<file path="src/sv/spf_sieve_factorizer_macros.svh">
// ---------------------------------------------------------------------------
// Assertion macros for the sieve factorizer.
// ---------------------------------------------------------------------------
`ifndef SPF_SIEVE_FACTORIZER_MACROS_SVH
`define SPF_SIEVE_FACTORIZER_MACROS_SVH

// Checked only outside reset.
`define SPF_ASSERT(name, prop, msg) \
  name: assert property (@(posedge clk_i) disable iff (!rst_ni) prop) else $error(msg);

// Checked at every edge, reset included.
`define SPF_ASSERT_ALWAYS(name, prop, msg) \
  name: assert property (@(posedge clk_i) prop) else $error(msg);

`endif

</file>
<file path="src/sv/spf_pkg.sv">
// ---------------------------------------------------------------------------
// Sieve factorizer package
// Shared payload types, result codes and controller/datapath interface.
// ---------------------------------------------------------------------------
package spf_pkg;

  // Most results one query can produce.
  localparam int MAX_RESULTS = 8;
  // Quotient bits the divider produces, one per cycle.
  localparam int DIV_STEPS   = 16;

  typedef enum logic [2:0] {
    ST_FACTOR      = 3'd0,
    ST_BUILD_DONE  = 3'd1,
    ST_NO_FACTORS  = 3'd2,
    ST_ABOVE_LIMIT = 3'd3,
    ST_NOT_BUILT   = 3'd4
  } status_e;

  typedef enum logic {
    REQ_BUILD  = 1'b0,
    REQ_FACTOR = 1'b1
  } req_type_e;

  typedef struct packed {
    logic        req_type;
    logic [15:0] query_value;
  } req_t;

  typedef struct packed {
    status_e     status;
    logic [15:0] prime_factor;
    logic [4:0]  exponent;
    logic        last;
  } res_t;

  // Commands from the controller to the datapath.
  typedef struct packed {
    logic    load_req;
    logic    clr_start;
    logic    clr_step;
    logic    sv_rd;
    logic    sv_mark;
    logic    k_rd;
    logic    mul;
    logic    sv_wr;
    logic    i_next;
    logic    q_rd;
    logic    q_pick;
    logic    div_start;
    logic    eval;
    logic    emit;
    status_e emit_code;
    logic    set_ready;
  } cmd_t;

  // Status from the datapath to the controller.
  typedef struct packed {
    logic req_build;
    logic ready;
    logic n_lt2;
    logic n_gt_lim;
    logic lim_lt2;
    logic clr_done;
    logic k_lt_cnt;
    logic stop_inner;
    logic i_at_lim;
    logic div_done;
    logic rem_zero;
    logic e_zero;
    logic fac_last;
  } sts_t;

endpackage

</file>
<file path="src/sv/spf_ctrl.sv">
// ---------------------------------------------------------------------------
// Sieve factorizer controller
// Sequences clearing, sieving and factorization over the datapath.
// ---------------------------------------------------------------------------
module spf_ctrl (
  input  logic          clk_i,
  input  logic          rst_ni,
  input  logic          start,
  output logic          busy,
  input  spf_pkg::sts_t sts_i,
  output spf_pkg::cmd_t cmd_o
);
  import spf_pkg::*;

  typedef enum logic [13:0] {
    S_IDLE   = 14'b00000000000001,
    S_DISP   = 14'b00000000000010,
    S_CLEAR  = 14'b00000000000100,
    S_SV_RD  = 14'b00000000001000,
    S_SV_CHK = 14'b00000000010000,
    S_SV_PRD = 14'b00000000100000,
    S_SV_MUL = 14'b00000001000000,
    S_SV_WR  = 14'b00000010000000,
    S_SV_NXT = 14'b00000100000000,
    S_Q_RD   = 14'b00001000000000,
    S_Q_PICK = 14'b00010000000000,
    S_D_GO   = 14'b00100000000000,
    S_D_WAIT = 14'b01000000000000,
    S_D_EVAL = 14'b10000000000000
  } state_e;

  state_e state_q, state_d;

  always_ff @(posedge clk_i or negedge rst_ni) begin
    if (!rst_ni) begin
      state_q <= S_IDLE;
    end else begin
      state_q <= state_d;
    end
  end

  assign busy = (state_q != S_IDLE);

  // Next state and command decode.
  always_comb begin
    state_d = state_q;
    cmd_o   = '0;
    case (state_q)
      S_IDLE: begin
        if (start) begin
          cmd_o.load_req = 1'b1;
          state_d        = S_DISP;
        end
      end
      S_DISP: begin
        if (sts_i.req_build) begin
          cmd_o.clr_start = 1'b1;
          state_d         = S_CLEAR;
        end else if (!sts_i.ready) begin
          cmd_o.emit      = 1'b1;
          cmd_o.emit_code = ST_NOT_BUILT;
          state_d         = S_IDLE;
        end else if (sts_i.n_lt2) begin
          cmd_o.emit      = 1'b1;
          cmd_o.emit_code = ST_NO_FACTORS;
          state_d         = S_IDLE;
        end else if (sts_i.n_gt_lim) begin
          cmd_o.emit      = 1'b1;
          cmd_o.emit_code = ST_ABOVE_LIMIT;
          state_d         = S_IDLE;
        end else begin
          state_d = S_Q_RD;
        end
      end
      S_CLEAR: begin
        cmd_o.clr_step = 1'b1;
        if (sts_i.clr_done) begin
          if (sts_i.lim_lt2) begin
            cmd_o.emit      = 1'b1;
            cmd_o.emit_code = ST_BUILD_DONE;
            cmd_o.set_ready = 1'b1;
            state_d         = S_IDLE;
          end else begin
            state_d = S_SV_RD;
          end
        end
      end
      S_SV_RD: begin
        cmd_o.sv_rd = 1'b1;
        state_d     = S_SV_CHK;
      end
      S_SV_CHK: begin
        cmd_o.sv_mark = 1'b1;
        state_d       = S_SV_PRD;
      end
      S_SV_PRD: begin
        if (sts_i.k_lt_cnt) begin
          cmd_o.k_rd = 1'b1;
          state_d    = S_SV_MUL;
        end else begin
          state_d = S_SV_NXT;
        end
      end
      S_SV_MUL: begin
        cmd_o.mul = 1'b1;
        state_d   = S_SV_WR;
      end
      S_SV_WR: begin
        if (sts_i.stop_inner) begin
          state_d = S_SV_NXT;
        end else begin
          cmd_o.sv_wr = 1'b1;
          state_d     = S_SV_PRD;
        end
      end
      S_SV_NXT: begin
        if (sts_i.i_at_lim) begin
          cmd_o.emit      = 1'b1;
          cmd_o.emit_code = ST_BUILD_DONE;
          cmd_o.set_ready = 1'b1;
          state_d         = S_IDLE;
        end else begin
          cmd_o.i_next = 1'b1;
          state_d      = S_SV_RD;
        end
      end
      S_Q_RD: begin
        cmd_o.q_rd = 1'b1;
        state_d    = S_Q_PICK;
      end
      S_Q_PICK: begin
        cmd_o.q_pick = 1'b1;
        state_d      = S_D_GO;
      end
      S_D_GO: begin
        cmd_o.div_start = 1'b1;
        state_d         = S_D_WAIT;
      end
      S_D_WAIT: begin
        if (sts_i.div_done) begin
          state_d = S_D_EVAL;
        end
      end
      S_D_EVAL: begin
        // Keep dividing while the prime divides, or retry with the value itself.
        if (sts_i.rem_zero || sts_i.e_zero) begin
          cmd_o.eval = 1'b1;
          state_d    = S_D_GO;
        end else begin
          cmd_o.emit      = 1'b1;
          cmd_o.emit_code = ST_FACTOR;
          state_d         = sts_i.fac_last ? S_IDLE : S_Q_RD;
        end
      end
      default: begin
        state_d = S_IDLE;
      end
    endcase
  end

endmodule

</file>
<file path="config.mk">
export PLATFORM = sky130hd
export DESIGN_NAME = spf_ctrl
export DESIGN_NICKNAME = d
export VERILOG_FILES = /design/src/sv/spf_sieve_factorizer_macros.svh /design/src/sv/spf_pkg.sv /design/src/sv/spf_ctrl.sv
export SDC_FILE = /design/constraint.sdc
export NUM_CORES = 1
export LEC_CHECK = 0
export ABC_AREA = 1
export ABC_CLOCK_PERIOD_IN_PS = 2800
export BUFFER_PORTS_ARGS = -buffer_cell sky130_fd_sc_hd__buf_2
export CORE_MARGIN = 10
export CORE_UTILIZATION = 51
export DETAILED_ROUTE_END_ITERATION = 10
export HOLD_SLACK_MARGIN = 0.05
export PLACE_DENSITY = 0.9
export SYNTH_ARGS = -nofsm -noshare
export SYNTH_HDL_FRONTEND = slang
export SYNTH_SLANG_ARGS = --single-unit
export TNS_END_PERCENT = 5
</file>
<file path="constraint.sdc">
create_clock -name clk_i -period 2.8 [get_ports clk_i]
set_input_delay 0.14 -clock clk_i [delete_from_list [all_inputs] [get_ports clk_i]]
set_output_delay 0.14 -clock clk_i [all_outputs]
set_load 0.02 [all_outputs]
</file>
==> results of run 1 <==
## power by group
part           switching, uW  internal [uW]  total (uW)
Clock                   62.3           79.1         141
Sequential              15.7            227         243
Combinational            208            108         317
## synth_stat cells, types with 2 or more instances
| cell | count |
|---|---|
| inv_1 | 34 |
| nor2_1 | 32 |
| nand2_1 | 29 |
| dfrtp_1 | 13 |
| nand3_1 | 11 |
| nor2_2 | 5 |
| nand2_2 | 3 |
| nand3b_1 | 3 |
| o21ai_0 | 3 |
| inv_2 | 2 |
| nand3_2 | 2 |
| nand4_1 | 2 |
| nor2_4 | 2 |
| nor3_1 | 2 |
| o22ai_1 | 2 |
## metrics by stage
| stage | area (sq um) | setup WS (ns) |
|---|---|---|
| final | 1290 | 0.772 |
| after global routing | 1290 | 0.567 |
| after CTS | 1290 | 0.760 |
| after detailed placement | 1240 | 1.07 |
| after global placement | 1240 | 1.16 |
| after floorplan | 1050 | 1.09 |
## worst max-delay path by stage
stage / start / to / depth (start not counted)
6_report: state_q[12]$_DFFE_PN0P_ / cmd_o[1] / 7
3_3_place_gp: state_q[8]$_DFFE_PN0P_ / cmd_o[1] / 7
3_5_place_dp: state_q[12]$_DFFE_PN0P_ / cmd_o[1] / 7
2_1_floorplan: state_q[8]$_DFFE_PN0P_ / cmd_o[1] / 6
5_1_grt: state_q[12]$_DFFE_PN0P_ / cmd_o[1] / 7
4_1_cts: state_q[12]$_DFFE_PN0P_ / cmd_o[1] / 7
## layer usage
layer  up-vias  track usage
met5         -            0
met4         0       0.0321
met3         2       0.0407
met2        22        0.250
met1       480        0.132
li1        561            -
## logic make-up (layout without fill, tap and decap cells)
logic type             Yosys count  in the layout
AOI/OAI and AO/OA               12             12
buffers and inverters           37             75
DFF                             14             14
and+or+nand+nor                 94             94
## cell type report
| type | count | area [sq um] | share of cell area |
|---|---|---|---|
| timing repair buffer | 35 | 180 | 0.140 |
| sequential | 14 | 352 | 0.273 |
| inverter | 36 | 135 | 0.105 |
| multi-input combinational | 106 | 552 | 0.428 |
| clock buffer | 4 | 36.3 | 0.0282 |
| tap | 27 | 33.8 | 0.0262 |
==> results by group, run 1 <==
Status
  • Status: complete, no violations

Setup path
  • Cell family with most CP delay: simple AND/OR/NAND/NOR gates
  • Largest stage delay, worst path: around 0.39 ns
  • Reg2reg path depth: 9
  • R2R Path Start: state_q[12]$_DFFE_PN0P_
  • Worst R2R Setup Slack: ~1.2 ns
  • CP cell instances: nor2_1 -> inv_2 -> nor2_4 -> nand3_1 -> o21a_1 -> o31ai_1 -> buf_2
  • R2r endpoint: state_q[0]$_DFFE_PN1P_
  • CP required: approximately 2.7 ns
  • Startpoint Class: flop
  • WP buf/inv: 2
  • Kind of critical path: flop to output pin
  • Worst Setup End Kind: output pin
  • Max stage delay cell, worst path: dfrtp_1
  • CP Max Fanout: 13
  • CP arrival: about 1.9 ns

Global route
  • First-pass GRT wire length: 4460 um
  • Largest net degree at the start of global routing: 15
  • Vias in the first global route: 990
  • Remaining Overflow, GRT: 0
  • Initial antenna violation count: 0
  • GR Util All Layers: 0.130

Routing
  • Met2 WL: roughly 1500 um
  • Via count: 1065
  • DRT iter0 DRCs: 37
  • Avg WL per Cell: roughly 12 um
  • Top layer in use: met4
  • Wl on met1: between 1000 and 1500 um
  • DRT Pass-1 Iters: 4
  • Met3 WL: around 110 um
  • DRC: 0
  • Routed WL: between 2000 and 3000 um
  • DRT antenna net count: 0
  • Routed vias/inst: around 4.8

Synthesis
  • Post-Synth Adder-Cell Area: 0
  • Post-synth EDFFs: 0
  • Syn_area_per_cell: 6.69 sq um
  • Post-synthesis xor/xnor area fraction: 0
  • Main combinational cell family by area after synthesis: simple AND/OR/NAND/NOR gates
  • Synth unique cells: 27
  • Share of flip-flops with an asynchronous set or reset: 1.00
  • Syn nets: around 170
  • Cells after synthesis: approximately 160
  • Yosys top cell area share: 0.310
  • Mux share of post-synthesis cell area: 0
  • Post-Syn Area: around 1000 sq um
  • Leading area contributor after synthesis: dfrtp_1
  • Simple-gate share of the synthesized area: 0.443
  • Synthesized flop and latch total: 14
  • Prevailing post-synth register cell: dfrtp_1
  • Top post-synthesis cells by area: dfrtp_1 (31%), inv_1 (12%), nor2_1 (11%)
  • Compound-Gate Fraction of Synth Area: 0.0822
  • Ys Warns: 0
  • Sequential area share after synthesis: 0.335

Pwr
  • Pwr dens: between 500 and 600 nW/um^2
  • Lkg Pwr: 0.000851 uW
  • Total Power: 700 uW
  • Worst VDD drop: between 0.3 and 0.4 mV

STA
  • Setup TNS: 0 ns
  • Hold WS: approximately 0.072 ns
  • Fin. max-slew vios: 0
  • Slew margin rel.: 0.785
  • Fin crit share: 0.724
  • Unrepaired setup endpoints after global routing: no
  • Max frequency: 493 MHz
  • Worst slew pin tran: 0.322 ns
  • Clock skew: roughly 0.0075 ns
  • Min Tclk post-route: approximately 2 ns
  • Final Hold Fails: 0
  • Setup violations, final: 0

Clocking
  • Clock root buffer: clkbuf_4
  • CTS Hold Bufs: 1
  • Post-CTS setup buffers: 0
  • Max clock buf depth: 2
  • CTS tree: done
  • H-tree levels: 1
  • Inserted Clock Buffers: 3
  • Cts repair resizes: 0
  • Clock-pin slew on the worst setup and hold paths: 0.08 ns
  • Clock sink count: 14
  • Clock Latency Late Sink: 0.28 ns

Placed design
  • PortBufs: 34
  • Placed insts: around 220
  • Dpl hpwl: 2320 um
  • Gp weighted congestion: just under 1

Final layout
  • Most frequent cells in the layout: inv_1 (34), buf_2 (34), nor2_1 (32)
  • Fillcell total: ~190
  • Synth-to-layout area growth: 22.8%
  • Ant. Diodes: 0
  • Final core utilization: 0.657
  • Final-stage net count: 212
  • Largest registers: state_q x14
  • Max FFs per register: 14
  • Reg with most FFs: state_q
  • Non-filler cells in the finished layout: ~220
  • Share of layout cells above drive strength 1: 0.297

Die
  • Initial Utilization: 0.535
  • Die Wd: 65.4 um
  • I/O pin total: 35
  • Die H: approximately 65 um
  • Die area: ~4300 sq um
  • Row count: 16
  • Core ar.: 1960 sq um

Min path
  • Worst hold stages: 2
  • Worst Hold Class: primary input to flop
  • Hold endpoint: state_q[5]$_DFFE_PN0P_
  • HP Start: sts_i[5]

Flow run
  • Max-cap violations: 0
Note: power is estimated with default switching activity, not from simulation.
==> run 2, diff against run 1 <==
Settings changed: ABC_CLOCK_PERIOD_IN_PS 2800 to 1650, CORE_UTILIZATION 51 to 45, PLACE_DENSITY 0.9 to 0.84.
Clock period 2.8 ns to 1.65 ns, I/O delays scaled along.
==> results by group, run 2 (synthesis gave the netlist of run 1 again) <==
STA
  • Setup violations, final: 16
  • Max frequency: 567 MHz
  • Slew margin rel.: 0.792
  • Hold WS: approximately 0.064 ns
  • Unrepaired setup endpoints after global routing: yes
  • Setup TNS: -0.743 ns
  • Worst slew pin tran: ~0.31 ns
  • Clock skew: approximately 0.0078 ns
  • Final Hold Fails: 0
  • Final setup margin: -0.113 ns
  • Fin. max-slew vios: 0
  • Min Tclk post-route: 1.76 ns
  • Fin crit share: 1.07

Pwr
  • Part of the power in registers: 0.323
  • Total net switching power: roughly 550 uW
  • Total Power: about 1300 uW
  • Clock group share of total power: 0.160
  • Cell internal pwr: between 700 and 800 uW
  • Worst VDD drop: between 0.7 and 0.8 mV
  • Lkg Pwr: approximately 0.00094 uW
  • Comb power frac: 0.517
  • Sw Share: 0.427
  • Pwr dens: 838 nW/um^2

Die
  • Die Wd: a little under 70 um
  • Die H: 68.3 um
  • Initial Utilization: 0.475
  • Die area: approximately 4700 sq um
  • Row count: 17
  • Core ar.: about 2200 sq um
  • I/O pin total: 35

Clocking
  • CTS tree: done
  • Clock Latency Late Sink: around 0.28 ns
  • Max clock buf depth: 2
  • H-tree levels: 1
  • Inserted Clock Buffers: 3
  • Clock-pin slew on the worst setup and hold paths: ~0.090 ns
  • Clock root buffer: clkbuf_4
  • Clock sink count: 14

Routing
  • DRT Pass-1 Iters: 4
  • Routed vias/inst: 4.85
  • Via count: about 1200
  • DRC: 0
  • Routed WL: between 3000 and 4000 um
  • DRT iter0 DRCs: 65
  • Avg WL per Cell: roughly 13 um
  • DRT antenna net count: 0

Final layout
  • Max FFs per register: 14
  • Non-filler cells in the finished layout: roughly 240
  • Fillcell total: 175
  • Most common cell after layout, fill and taps aside: inv_1
  • Final-stage net count: 230
  • Synth-to-layout area growth: 45.9%
  • Largest registers: state_q x14
  • Share of layout cells above drive strength 1: 0.385
  • Most frequent cells in the layout: inv_1 (34), nor2_1 (27), nand2_1 (27), buf_4 (27), buf_2 (18)
  • Final core utilization: 0.692
  • Ant. Diodes: 0
  • Reg with most FFs: state_q

Global route
  • Vias in the first global route: ~1200
  • GR Util All Layers: 0.139
  • Largest net degree at the start of global routing: 15
  • First-pass GRT wire length: between 5000 and 6000 um
  • Remaining Overflow, GRT: 0
  • Initial antenna violation count: 0

Setup path
  • Worst Setup End Kind: output pin
  • Kind of critical path: flop to output pin
  • CP cell instances: nor2_2 -> inv_2 -> nor2_4 -> nand3_2 -> o21a_1 -> o31ai_2 -> buf_4
  • Startpoint Class: flop
  • Largest stage delay, worst path: 0.41 ns
  • CP Max Fanout: 5
  • CP required: 1.57 ns
  • Max stage delay cell, worst path: dfrtp_1
  • Worst R2R Setup Slack: 0.02 ns
  • CP arrival: between 1.5 and 2 ns

Status
  • Status: finished, violations left
  • Failing checks: negative setup slack

Placed design
  • Dpl hpwl: between 2000 and 2500 um
  • PortBufs: 34
  • Gp weighted congestion: around 0.84
  • Placed insts: 219

Flow run
  • Max-cap violations: 0

Min path
  • Worst Hold Class: primary input to flop
[run 2: changes by cell type in the layout (fill, tap and decap cells not counted), sizes merged]
cell | before | now
dlygate4sd3 | 1 | 5
buf | 34 | 48
[run 2: timing repair]
| item | CTS | global route |
|---|---|---|
| pin swaps | 10 | 2 |
| gates resized for setup | 22 | 10 |
| setup buffers | 13 | 0 |
| hold buffers | 5 | 0 |
| hold endpoints to repair | 18 | 0 |
| setup endpoints to repair | 11 | 20 |
[run 2: area by class of cell]
class,instances,area (sq um),share of cell area
multi-input cells,106,607,0.396
repair buffers,53,377,0.246
flip-flops and latches,14,352,0.230
clock buffers,4,26.3,0.0172
inverters,36,135,0.0882
well taps,28,35.0,0.0229
[run 2: worst paths after layout]
kind,start,to,cells after the start
setup / recovery,state_q[12]$_DFFE_PN0P_,cmd_o[1],7
hold / removal,sts_i[10],state_q[9]$_DFFE_PN0P_,2
setup reg to reg,state_q[0]$_DFFE_PN1P_,state_q[0]$_DFFE_PN1P_,9
hold reg to reg,state_q[0]$_DFFE_PN1P_,state_q[0]$_DFFE_PN1P_,4
max in group asynchronous,rst_ni,state_q[0]$_DFFE_PN1P_,2
min in group asynchronous,rst_ni,state_q[7]$_DFFE_PN0P_,2
[run 2: power groups by stage]
stage | logic (uW) | clock network (uW) | registers [uW]
after floorplan | 406 | 0 | 414
after global placement | 534 | 0 | 417
after detailed placement | 541 | 0 | 419
after CTS | 631 | 209 | 412
after global routing | 729 | 230 | 415
final | 664 | 205 | 415
[run 2: metrics by stage]
stage,area [sq um],setup slack [ns]
after floorplan,1050,0.125
after global placement,1260,0.127
after detailed placement,1260,0.0903
after CTS,1500,-0.0875
after global routing,1530,-0.233
final,1530,-0.113
[run 2: per-layer routing]
metal	vias up	share of wire	track usage
li1	592	-	-
met1	531	0.39	0.151
met2	42	0.52	0.255
met3	4	0.086	0.0375
met4	0	0.0085	0.0452
met5	-	0	0
[run 2: critical path: cells and delay by family (launching register included)]
family                 cells  cell delay, ns
AND/OR/NAND/NOR            3            0.43
flip-flops                 1            0.41
AO/OA/AOI/OAI              2            0.31
buffers and inverters      2            0.24
==> run 3, diff against run 2 <==
Settings changed: REMOVE_ABC_BUFFERS set to 1, SLEW_MARGIN set to 25.
==> results by group, run 3 (synthesis gave the netlist of run 1 again) <==
Status
  • Status: finished, violations left
  • Failing checks: negative setup slack

Setup path
  • Worst Setup End Kind: output pin
  • Kind of critical path: flop to output pin
  • CP arrival: 1.71 ns
  • Startpoint Class: flop
  • CP Max Fanout: 5
  • CP required: between 1.5 and 2 ns
  • Worst R2R Setup Slack: -0.02 ns

Die
  • Die Wd: about 68 um
  • Core ar.: roughly 2200 sq um
  • Die H: between 60 and 70 um
  • Die area: 4660 sq um
  • Initial Utilization: 0.475
  • Row count: 17
  • I/O pin total: 35

Routing
  • Routed WL: between 3000 and 4000 um
  • DRT Pass-1 Iters: 4
  • DRT antenna net count: 0
  • DRC: 0
  • Via count: ~1200
  • Routed vias/inst: 4.97
  • Avg WL per Cell: ~13 um
  • DRT iter0 DRCs: 43

Global route
  • GR Util All Layers: 0.136
  • Initial antenna violation count: 0
  • Largest net degree at the start of global routing: 15
  • GRT met2 Usage: 0.260
  • Met1 usage: 0.135
  • Global-route met3 utilization: 0.0392
  • Vias in the first global route: around 1200
  • Remaining Overflow, GRT: 0
  • Global route hottest layer: met2
  • First-pass GRT wire length: around 5000 um

STA
  • Min Tclk post-route: approximately 1.8 ns
  • Final Hold Fails: 0
  • Worst slew pin tran: 0.331 ns
  • Fin crit share: 1.09
  • Hold WS: 0.0711 ns
  • Slew margin rel.: 0.780
  • Final setup margin: -0.144 ns
  • Unrepaired setup endpoints after global routing: yes
  • Setup TNS: -1.01 ns
  • Max frequency: approximately 560 MHz
  • Fin. max-slew vios: 0
  • Setup violations, final: 15
  • Clock skew: 0.0181 ns

Clocking
  • Clock sink count: 14
  • Clock-pin slew on the worst setup and hold paths: 0.10 ns
  • CTS tree: done
  • Clock Latency Late Sink: between 0.2 and 0.3 ns
  • Max clock buf depth: 2
  • Inserted Clock Buffers: 3
  • H-tree levels: 1
  • Clock root buffer: clkbuf_4

Placed design
  • Gp weighted congestion: between 0.8 and 0.9
  • PortBufs: 34
  • Dpl hpwl: between 2000 and 2500 um
  • Post-Place Cell Area: ~1300 sq um

Pwr
  • Pwr dens: between 800 and 900 nW/um^2
  • Part of the power in registers: 0.312
  • Worst VDD drop: between 0.7 and 0.8 mV
  • Lkg Pwr: approximately 0.00094 uW
  • Clock group share of total power: 0.192
  • Total net switching power: about 570 uW
  • Sw Share: 0.426
  • Cell internal pwr: roughly 760 uW
  • Comb power frac: 0.496

Final layout
  • Most common cell after layout, fill and taps aside: inv_1
  • Fillcell total: ~170
  • Sequential Area: ~350 sq um
  • Ant. Diodes: 0
  • Synth-to-layout area growth: 48.3%
  • Final core utilization: 0.704
  • Final instance area: 1560 sq um
  • Most frequent cells in the layout: inv_1 (30), nor2_1 (28), nand2_1 (24)
  • Largest registers: state_q x14
  • Reg with most FFs: state_q
  • Final-stage net count: 227
  • Multi-input gate area: 614 sq um
  • Max FFs per register: 14
  • Share of layout cells above drive strength 1: 0.414

Min path
  • Worst Hold Class: primary input to flop

Flow run
  • Max-cap violations: 0
==> run 3: changes by cell type in the layout (fill, tap and decap cells not counted), moves of 3 or more <==
cell / previous run / this run
inv_1: 34 / 30
buf_4: 27 / 19
inv_2: 2 / 6
nand2_1: 27 / 24
buf_6: 3 / 9
nand3_2: 2 / 5
==> run 3: routing by layer <==
| metal | up-vias | part of all wire |
|---|---|---|
| met3 | 5 | 0.056 |
| li1 | 585 | - |
| met5 | - | 0 |
| met2 | 38 | 0.52 |
| met1 | 556 | 0.41 |
| met4 | 0 | 0.011 |
==> run 3: layout make-up <==
cell class | count | share of cell area
sequential | 14 | 0.226
inverter | 36 | 0.0868
multi-input combinational | 106 | 0.395
clock buffer | 4 | 0.0233
timing repair buffer | 50 | 0.247
tap | 28 | 0.0225
==> run 3: stage by stage <==
step	worst slack, ns	power (uW)	instances
final	-0.144	1330	238
after global routing	-0.245	1420	238
after CTS	-0.160	1270	233
after detailed placement	0.0268	967	219
after global placement	0.110	952	219
after floorplan	-0.00911	816	156
==> run 3: final timing paths <==
path	start	end	depth (start not counted)
setup / recovery	state_q[4]$_DFFE_PN0P_	cmd_o[1]	6
hold / removal	sts_i[8]	state_q[3]$_DFFE_PN0P_	4
setup reg to reg	state_q[8]$_DFFE_PN0P_	state_q[0]$_DFFE_PN1P_	11
hold reg to reg	state_q[0]$_DFFE_PN1P_	state_q[0]$_DFFE_PN1P_	4
max in group asynchronous	rst_ni	state_q[0]$_DFFE_PN1P_	2
min in group asynchronous	rst_ni	state_q[4]$_DFFE_PN0P_	2
==> run 3: timing repair <==
| action | CTS | global route |
|---|---|---|
| setup endpoints to repair | 13 | 22 |
| hold buffers | 6 | 0 |
| endpoints found under the hold margin | 18 | 0 |
| gates resized for setup | 25 | 23 |
| pin swaps | 2 | 8 |
| buffers inserted | 4 | 5 |
==> run 3: critical path: stages (launching register included) <==
cell	delay, ns
dfrtp_1	0.42
nor2_2	0.18
nand2_4	0.13
nor2_4	0.16
nand4_2	0.14
o31ai_2	0.21
buf_4	0.18
==> run 3: power groups by stage <==
stage                     sequential, uW  combinational, uW  clock (uW)
final                                414                659         255
after global routing                 419                726         271
after CTS                            413                603         252
after detailed placement             420                547           0
after global placement               417                534           0
after floorplan                      414                402           0
